<file path="config.mk">
export PLATFORM = sky130hd
export DESIGN_NAME = multi_mode_session_timer
export DESIGN_NICKNAME = d
export VERILOG_FILES = /design/src/sv/mmst_pkg.sv /design/src/sv/multi_mode_session_timer.sv
export SDC_FILE = /design/constraint.sdc
export NUM_CORES = 1
export LEC_CHECK = 0
export ABC_CLOCK_PERIOD_IN_PS = 5400
export BUFFER_PORTS_ARGS = -buffer_cell sky130_fd_sc_hd__buf_2
export CAP_MARGIN = 40
export CORE_MARGIN = 2
export CORE_UTILIZATION = 41
export CTS_CLUSTER_SIZE = 12
export DETAILED_ROUTE_END_ITERATION = 8
export PLACE_DENSITY_LB_ADDON = 0.15
export SYNTH_ARGS = -nofsm -noshare
export SYNTH_HDL_FRONTEND = slang
export SYNTH_SLANG_ARGS = --single-unit
export TNS_END_PERCENT = 1
</file>
<file path="constraint.sdc">
create_clock -name clk_i -period 5.4 [get_ports clk_i]
set_clock_uncertainty 0.1 [all_clocks]
set_input_delay 0.81 -clock clk_i [delete_from_list [all_inputs] [get_ports clk_i]]
set_output_delay 0.81 -clock clk_i [all_outputs]
set_load 0.05 [all_outputs]
</file>
<file path="src/sv/mmst_pkg.sv">
// ----------------------------------------------------------------------------
// mmst_pkg
// Shared types and constants for the multi-mode session timer.
// ----------------------------------------------------------------------------
package mmst_pkg;

  localparam int unsigned CfgW    = 16;
  localparam int unsigned CfgIdxW = 2;
  localparam int unsigned StampW  = 32;
  localparam int unsigned CountW  = 8;

  localparam logic [StampW-1:0] TickMs     = 32'd1000;
  localparam int unsigned       LongEvery  = 4;

  localparam logic [CfgW-1:0] FocusRst     = 16'd1500;
  localparam logic [CfgW-1:0] ShortRst     = 16'd300;
  localparam logic [CfgW-1:0] LongRst      = 16'd900;
  localparam logic [CfgW-1:0] CountdownRst = 16'd60;

  typedef enum logic [2:0] {
    FUNC_TICK  = 3'd0,
    FUNC_START = 3'd1,
    FUNC_STOP  = 3'd2,
    FUNC_RESET = 3'd3,
    FUNC_NEXT  = 3'd4,
    FUNC_MODE  = 3'd5
  } func_e;

  typedef enum logic [1:0] {
    MODE_SESSION   = 2'd0,
    MODE_COUNTDOWN = 2'd1,
    MODE_STOPWATCH = 2'd2
  } mode_e;

  typedef enum logic [1:0] {
    PHASE_FOCUS = 2'd0,
    PHASE_SHORT = 2'd1,
    PHASE_LONG  = 2'd2
  } phase_e;

  typedef enum logic [CfgIdxW-1:0] {
    REG_FOCUS     = 2'd0,
    REG_SHORT     = 2'd1,
    REG_LONG      = 2'd2,
    REG_COUNTDOWN = 2'd3
  } reg_idx_e;

endpackage

</file>
<file path="src/sv/multi_mode_session_timer.sv">
// ----------------------------------------------------------------------------
// multi_mode_session_timer
// Session cycle, countdown and stopwatch timer driven by event transactions.
// ----------------------------------------------------------------------------
//  channel  direction  handshake                 payload
//  in       input      in_valid_i / in_stall_o   func_i, now_ms_i, new_mode_i
//  out      output     out_valid_o / out_stall_i mode_o, phase_o, running_o,
//                                                shown_value_o, sessions_done_o,
//                                                alarm_o, refresh_o
//  cfg      input      cfg_we_i                  cfg_idx_i, cfg_data_i
//
//  one event per clock unless in_stall_o holds it; its result is in the output register in the next cycle
//  the event logic (32-bit elapsed compare, decrements and increments) is the
//  only path between the timer state and the result register
//  in_stall_o is high only while a held result is itself stalled
//  reset clears state, loads the register defaults and empties the output
// ----------------------------------------------------------------------------
module multi_mode_session_timer
  import mmst_pkg::*;
(
  input  logic               clk_i,
  input  logic               rst_ni,
  input  logic               in_valid_i,
  output logic               in_stall_o,
  input  logic [2:0]         func_i,
  input  logic [StampW-1:0]  now_ms_i,
  input  logic [1:0]         new_mode_i,
  output logic               out_valid_o,
  input  logic               out_stall_i,
  output logic [1:0]         mode_o,
  output logic [1:0]         phase_o,
  output logic               running_o,
  output logic [31:0]        shown_value_o,
  output logic [CountW-1:0]  sessions_done_o,
  output logic               alarm_o,
  output logic               refresh_o,
  input  logic               cfg_we_i,
  input  logic [CfgIdxW-1:0] cfg_idx_i,
  input  logic [CfgW-1:0]    cfg_data_i
);

  logic [CfgW-1:0] focus_len_q, short_len_q, long_len_q, cd_len_q;

  logic              run_q, run_d;
  mode_e             mode_q, mode_d;
  phase_e            phase_q, phase_d;
  logic [CfgW-1:0]   session_left_q, session_left_d;
  logic [CountW-1:0] focus_cnt_q, focus_cnt_d;
  logic [CfgW-1:0]   cd_left_q, cd_left_d;
  logic [31:0]       elapsed_q, elapsed_d;
  logic [StampW-1:0] last_ms_q, last_ms_d;

  logic        out_valid_q, out_valid_d;
  logic [1:0]  mode_out_q, phase_out_q;
  logic        running_q, alarm_q, refresh_q;
  logic [31:0] shown_q, shown_d;
  logic [CountW-1:0] done_q;
  logic        alarm_d, refresh_d;

  logic        accept;
  logic        tick_due;
  logic [CfgW-1:0]   sess_dec;
  logic [CfgW-1:0]   cd_dec;
  logic [CountW-1:0] focus_inc;
  phase_e      adv_phase;
  logic [CfgW-1:0]   adv_len;

  assign in_stall_o = out_valid_q & out_stall_i;
  assign accept     = in_valid_i & ~in_stall_o;

  // configuration registers
  always_ff @(posedge clk_i or negedge rst_ni) begin
    if (!rst_ni) begin
      focus_len_q <= FocusRst;
      short_len_q <= ShortRst;
      long_len_q  <= LongRst;
      cd_len_q    <= CountdownRst;
    end else if (cfg_we_i) begin
      case (reg_idx_e'(cfg_idx_i))
        REG_FOCUS:     focus_len_q <= cfg_data_i;
        REG_SHORT:     short_len_q <= cfg_data_i;
        REG_LONG:      long_len_q  <= cfg_data_i;
        REG_COUNTDOWN: cd_len_q    <= cfg_data_i;
        default:       ;
      endcase
    end
  end

  assign tick_due  = run_q && ((now_ms_i - last_ms_q) >= TickMs);
  assign sess_dec  = (session_left_q != '0) ? session_left_q - 1'b1 : session_left_q;
  assign cd_dec    = (cd_left_q != '0) ? cd_left_q - 1'b1 : cd_left_q;
  assign focus_inc = focus_cnt_q + 1'b1;

  // phase that follows the current one, and its length
  always_comb begin
    if (phase_q == PHASE_FOCUS) begin
      adv_phase = (focus_inc[$clog2(LongEvery)-1:0] == '0) ? PHASE_LONG : PHASE_SHORT;
    end else begin
      adv_phase = PHASE_FOCUS;
    end
    case (adv_phase)
      PHASE_SHORT: adv_len = short_len_q;
      PHASE_LONG:  adv_len = long_len_q;
      default:     adv_len = focus_len_q;
    endcase
  end

  // event logic
  always_comb begin
    run_d          = run_q;
    mode_d         = mode_q;
    phase_d        = phase_q;
    session_left_d = session_left_q;
    focus_cnt_d    = focus_cnt_q;
    cd_left_d      = cd_left_q;
    elapsed_d      = elapsed_q;
    last_ms_d      = last_ms_q;
    alarm_d        = 1'b0;
    refresh_d      = 1'b0;
    case (func_e'(func_i))
      FUNC_TICK: begin
        if (tick_due) begin
          last_ms_d = now_ms_i;
          refresh_d = 1'b1;
          case (mode_q)
            MODE_SESSION: begin
              session_left_d = sess_dec;
              if (sess_dec == '0) begin
                run_d          = 1'b0;
                alarm_d        = 1'b1;
                phase_d        = adv_phase;
                session_left_d = adv_len;
                if (phase_q == PHASE_FOCUS) begin
                  focus_cnt_d = focus_inc;
                end
              end
            end
            MODE_COUNTDOWN: begin
              cd_left_d = cd_dec;
              if (cd_dec == '0) begin
                run_d   = 1'b0;
                alarm_d = 1'b1;
              end
            end
            default: elapsed_d = elapsed_q + 1'b1;
          endcase
        end
      end
      FUNC_START: begin
        run_d     = 1'b1;
        last_ms_d = now_ms_i;
        refresh_d = 1'b1;
      end
      FUNC_STOP: begin
        run_d     = 1'b0;
        refresh_d = 1'b1;
      end
      FUNC_RESET: begin
        run_d     = 1'b0;
        refresh_d = 1'b1;
        case (mode_q)
          MODE_SESSION: begin
            phase_d        = PHASE_FOCUS;
            session_left_d = focus_len_q;
            focus_cnt_d    = '0;
          end
          MODE_COUNTDOWN: cd_left_d = cd_len_q;
          default:        elapsed_d = '0;
        endcase
      end
      FUNC_NEXT: begin
        run_d          = 1'b0;
        refresh_d      = 1'b1;
        phase_d        = adv_phase;
        session_left_d = adv_len;
        if (phase_q == PHASE_FOCUS) begin
          focus_cnt_d = focus_inc;
        end
      end
      FUNC_MODE: begin
        // a mode code of three is dropped
        if (new_mode_i != 2'd3) begin
          run_d     = 1'b0;
          mode_d    = mode_e'(new_mode_i);
          refresh_d = 1'b1;
        end
      end
      default: ;
    endcase

    case (mode_d)
      MODE_SESSION:   shown_d = {16'd0, session_left_d};
      MODE_COUNTDOWN: shown_d = {16'd0, cd_left_d};
      default:        shown_d = elapsed_d;
    endcase
  end

  always_ff @(posedge clk_i or negedge rst_ni) begin
    if (!rst_ni) begin
      run_q          <= 1'b0;
      mode_q         <= MODE_SESSION;
      phase_q        <= PHASE_FOCUS;
      session_left_q <= FocusRst;
      focus_cnt_q    <= '0;
      cd_left_q      <= CountdownRst;
      elapsed_q      <= '0;
      last_ms_q      <= '0;
    end else if (accept) begin
      run_q          <= run_d;
      mode_q         <= mode_d;
      phase_q        <= phase_d;
      session_left_q <= session_left_d;
      focus_cnt_q    <= focus_cnt_d;
      cd_left_q      <= cd_left_d;
      elapsed_q      <= elapsed_d;
      last_ms_q      <= last_ms_d;
    end
  end

  // result register
  always_comb begin
    if (accept) begin
      out_valid_d = 1'b1;
    end else begin
      out_valid_d = out_valid_q & out_stall_i;
    end
  end

  always_ff @(posedge clk_i or negedge rst_ni) begin
    if (!rst_ni) begin
      out_valid_q <= 1'b0;
    end else begin
      out_valid_q <= out_valid_d;
    end
  end

  always_ff @(posedge clk_i) begin
    if (accept) begin
      mode_out_q  <= mode_d;
      phase_out_q <= phase_d;
      running_q   <= run_d;
      shown_q     <= shown_d;
      done_q      <= focus_cnt_d;
      alarm_q     <= alarm_d;
      refresh_q   <= refresh_d;
    end
  end

  assign out_valid_o     = out_valid_q;
  assign mode_o          = mode_out_q;
  assign phase_o         = phase_out_q;
  assign running_o       = running_q;
  assign shown_value_o   = shown_q;
  assign sessions_done_o = done_q;
  assign alarm_o         = alarm_q;
  assign refresh_o       = refresh_q;

`ifndef SYNTHESIS
  a_alarm_stops : assert property (@(posedge clk_i) disable iff (!rst_ni)
    out_valid_o && alarm_o |-> !running_o && refresh_o)
    else $error("alarm with timer still running or no refresh");

  a_start_runs : assert property (@(posedge clk_i) disable iff (!rst_ni)
    accept && (func_i == FUNC_START) |=> out_valid_o && running_o && refresh_o)
    else $error("start transaction did not leave the timer running");

  a_stall_needs_result : assert property (@(posedge clk_i) disable iff (!rst_ni)
    in_stall_o |-> out_valid_o)
    else $error("input stalled with no held result");

  a_idle_no_result : assert property (@(posedge clk_i) disable iff (!rst_ni)
    !accept && !(out_valid_o && out_stall_i) |=> !out_valid_o)
    else $error("result appeared without an accepted transaction");
`endif

endmodule

</file>
==> impl_summary.txt <==
----------------------------------------------------
[Layout]
  Fraction of final layout cells with drive strength greater than 1 ... 0.1983
  Final design instance area without fill ... 0.01733 mm²
  Net count reported at finish ... 1886
  Synthesis-to-layout area growth ... 14.16%

[Logic synthesis]
  Number of synthesized flops with an enable pin ... 47
  Largest cells by area after synthesis ... sky130_fd_sc_hd__dfrtp_1 24%, sky130_fd_sc_hd__edfxtp_1 9.3%, sky130_fd_sc_hd__dfstp_2 5.2%
  #FFs+latches synth ... 221
  Post-Synthesis Mean Instance Area ... 8.901 µm²
  Sequential area share after synthesis ... 0.3824
  Async set-reset flop share out of synthesis ... 0.7873
  Number of unique standard cell types used by synthesis ... 100
  Top cell types by occurrence after synthesis ... 193 x sky130_fd_sc_hd__nand2_1, 144 x sky130_fd_sc_hd__dfrtp_1, 140 x sky130_fd_sc_hd__nor2_1, 110 x sky130_fd_sc_hd__o21ai_0, 108 x sky130_fd_sc_hd__a21oi_1
  Flip-flop cell with the highest count after synthesis ... sky130_fd_sc_hd__dfrtp_1
  Warnings from Yosys ... 0
  Most repeated cell in the gate-level netlist after synthesis ... sky130_fd_sc_hd__nand2_1
  Cell type with the highest aggregate area in the netlist ... sky130_fd_sc_hd__dfrtp_1
  Post-synthesis instance area ... ~0.015 mm²
  Net count of the mapped netlist ... 1803
  Fraction of synthesized cell area taken by the top area cell type ... 0.2374
  Gate Count Post-Synth ... 1705

[CTS]
  H-Tree Depth ... 1
  Clock Sink Count ... 221
  Clock network latency to the later pin of the worst-skew pair ... 0.57 ns
  Post-CTS resize count ... 0
  Clock-pin slew on the worst setup and hold paths ... 0.06 ns
  Number of buffers created by CTS ... 28
  Max Root-Sink Buffers ... 3
  Root Driver ... sky130_fd_sc_hd__clkbuf_16
  TritonCTS clock tree ... done
  Hold bufs inserted after CTS ... 0
  Number of buffers inserted by post-CTS setup repair ... 0

[Placed design]
  Placed standard-cell area ... 0.01636 mm²
  Place WS ... between 0.0008 and 0.0009 ns
  Placer congestion estimate ... 0.9250
  Detailed placement HPWL ... around 35000 µm
  Count of port buffers added during placement ... 108

[Setup path]
  Data arrival, critical path ... 5.23 ns
  Highest net fanout along the worst path ... 13
  Crit. End Element ... flip-flop
  Required time at the worst-slack endpoint ... 5.73 ns
  Setup slack of the most critical reg-to-reg path ... approximately 0.56 ns
  Category of the most critical setup path ... in -> reg
  Critical Path Source Type ... primary input

[Routing]
  Detail-routed net length per standard cell ... 21.39 µm
  Ratio of routed vias to standard cells ... 6.106
  Overall via count from detail_route ... between 10000 and 15000
  1st-pass router iterations ... 5
  Final antenna-violating net count ... 0
  Number of DRC markers in iteration 0 ... 1236
  Final wirelength ... 48740 µm
  DRC violation count after routing ... 0

[Die]
  FP Rows ... 70
  Starting Density ... 0.4156
  Die X ... 196.4 µm
  Y dimension of the die ... 196.4 µm
  Full die area ... 0.03857 mm²
  Number of I/O pins ... around 110
  Core Footprint ... 0.03652 mm²

[STA]
  Max-slew violation count ... 0
  Maximum clock frequency ... 204.0 MHz
  Slew HR ... 0.3885
  Post-route worst setup slack ... around 0.5 ns
  Slew @ Worst Pin ... 0.9163 ns
  Final setup viols ... 0
  Total negative setup slack ... 0 ns
  Crit path time final ... 4.903 ns
  Final count of hold timing violations ... 0
  Period Utilization, post-route ... 0.9079
  Setup repair after global routing missed its margin ... false

[Power and ir drop]
  Static Leakage ... 0.007122 µW
  Power per cell area ... 403.4 mW/mm²
  VDD IR-drop max ... a little over 300 µV

[GRT]
  Via count of the first global-routing pass ... 13219
  All-layer global routing usage ... 0.2529
  Global-route wire length before repair ... 77350 µm
  Global route overflow ... 0
  Initial antenna violation count ... 1
  Largest net degree at the start of global routing ... 91

[Status]
  Outcome ... finished, final reports clean

[Job]
  Max Cap Violations ... 0

[Min path]
  Min-delay worst type ... in -> async

----------------------------------------------------
==> cell type report <==
| class | instances | area, µm² |
|---|---|---|
| Tap cell | 468 | 585.6 |
| Clock inverter | 6 | 36.28 |
| Fill cell | 3554 | 19200 |
| Multi-Input combinational cell | 1310 | 8682 |
| Clock buffer | 46 | 923.4 |
| Timing Repair Buffer | 166 | 1062 |
| Sequential cell | 221 | 5803 |
| Antenna cell | 1 | 2.502 |
| Inverter | 61 | 230.2 |
==> metrics by stage <==
step,total power (µW),util,std cells,hold slack (ns)
CTS,7009,0.4743,2278,0.06575
detailed placement,5052,0.4480,2226,0.3809
global placement,5023,0.4453,2220,0.3731
floorplan,4223,-,1705,0.3591
global route,7409,0.4743,2278,0.09133
finish,6990,0.4744,2279,0.07375
==> report_power, final <==
| group | switching [µW] | internal [µW] | leakage [µW] |
|---|---|---|---|
| logic | 1670 | 992 | 0.00408 |
| registers | 335 | 2070 | 0.00258 |
| clock network | 757 | 1160 | 0.000464 |
==> cells in the final DEF (no fill, tap or decap), drive strengths merged, types with 10 or more instances in the layout <==
master | Yosys | final
mux2i | 33 | 33
o211ai | 15 | 15
buf | 31 | 166
mux2 | 100 | 100
dfstp | 30 | 30
or3 | 19 | 19
o21a | 12 | 12
inv | 58 | 57
a31oi | 40 | 40
edfxtp | 47 | 47
xnor2 | 25 | 25
a221oi | 11 | 11
nor2 | 142 | 142
a21o | 23 | 23
clkbuf | 82 | 46
o22ai | 19 | 19
a211oi | 14 | 14
ha | 37 | 37
a21oi | 112 | 112
nand2 | 193 | 193
o21ai | 140 | 140
nand2b | 10 | 10
nand3 | 49 | 49
and3 | 29 | 29
nand4 | 22 | 22
dfrtp | 144 | 144
nor3 | 36 | 36
o31ai | 19 | 19
nor4 | 23 | 23
xor2 | 12 | 12
==> flip-flops by register name, indices dropped and copies added, names as in the netlist <==
signal and count:
session_left_q 16, sessions_done_o 8, shown_value_o 32, elapsed_q 32
short_len_q 16, out_valid_o 1, refresh_o 1, phase_o 2
cd_len_q 16, last_ms_q 32, phase_q 2, alarm_o 1
run_q 1, focus_len_q 16, mode_q 2, mode_o 2
cd_left_q 16, running_o 1, long_len_q 16, focus_cnt_q 8
==> logic make-up (layout without fill, tap and decap cells) <==
| kind of cell | count (synthesis) | after routing | share of synthesized area |
|---|---|---|---|
| adder cells (fa/ha/maj) | 38 | 38 | 0.03182 |
| other | 0 | 1 | 0 |
| AND/OR/NAND/NOR | 577 | 577 | 0.1880 |
| multiplexers | 133 | 133 | 0.09596 |
| flip-flops | 221 | 221 | 0.3824 |
| buffers and inverters | 174 | 279 | 0.04740 |
| XOR/XNOR | 37 | 37 | 0.02185 |
| AO/OA/AOI/OAI | 525 | 525 | 0.2326 |
==> critical path, stage by stage <==
cell and delay, ns:
sky130_fd_sc_hd__buf_2 0.09, sky130_fd_sc_hd__inv_1 0.07, sky130_fd_sc_hd__ha_1 0.16, sky130_fd_sc_hd__inv_1 0.05, sky130_fd_sc_hd__fa_1 0.37, sky130_fd_sc_hd__a21o_1 0.21
sky130_fd_sc_hd__a221oi_1 0.40, sky130_fd_sc_hd__or3_1 0.21, sky130_fd_sc_hd__a21oi_1 0.14, sky130_fd_sc_hd__a21oi_1 0.22, sky130_fd_sc_hd__xnor2_1 0.24, sky130_fd_sc_hd__and4b_1 0.27
sky130_fd_sc_hd__and4_1 0.38, sky130_fd_sc_hd__buf_4 0.24, sky130_fd_sc_hd__nor3_4 0.55, sky130_fd_sc_hd__o21ai_0 0.26, sky130_fd_sc_hd__a21oi_1 0.31, sky130_fd_sc_hd__o221a_1 0.23
==> path summary, 6_finish.rpt <==
check	start	end	depth (start not counted)
max in group asynchronous	rst_ni	session_left_q[6]	2
min	rst_ni	elapsed_q[25]	1
min reg2reg	last_ms_q[21]	last_ms_q[21]	1
max reg2reg	last_ms_q[4]	shown_value_o[9]	15
min in group clk_i	in_valid_i	out_valid_o	2
max	now_ms_i[0]	shown_value_o[9]	18
==> layer usage <==
metal,vias up,GRT usage,part of all wire
met5,-,0,0.00025
met1,6800,0.3681,0.47
met2,502,0.3961,0.44
met3,73,0.02995,0.063
met4,2,0.07239,0.024
li1,6539,-,-
No activity file was read; power rests on OpenSTA's default activity.
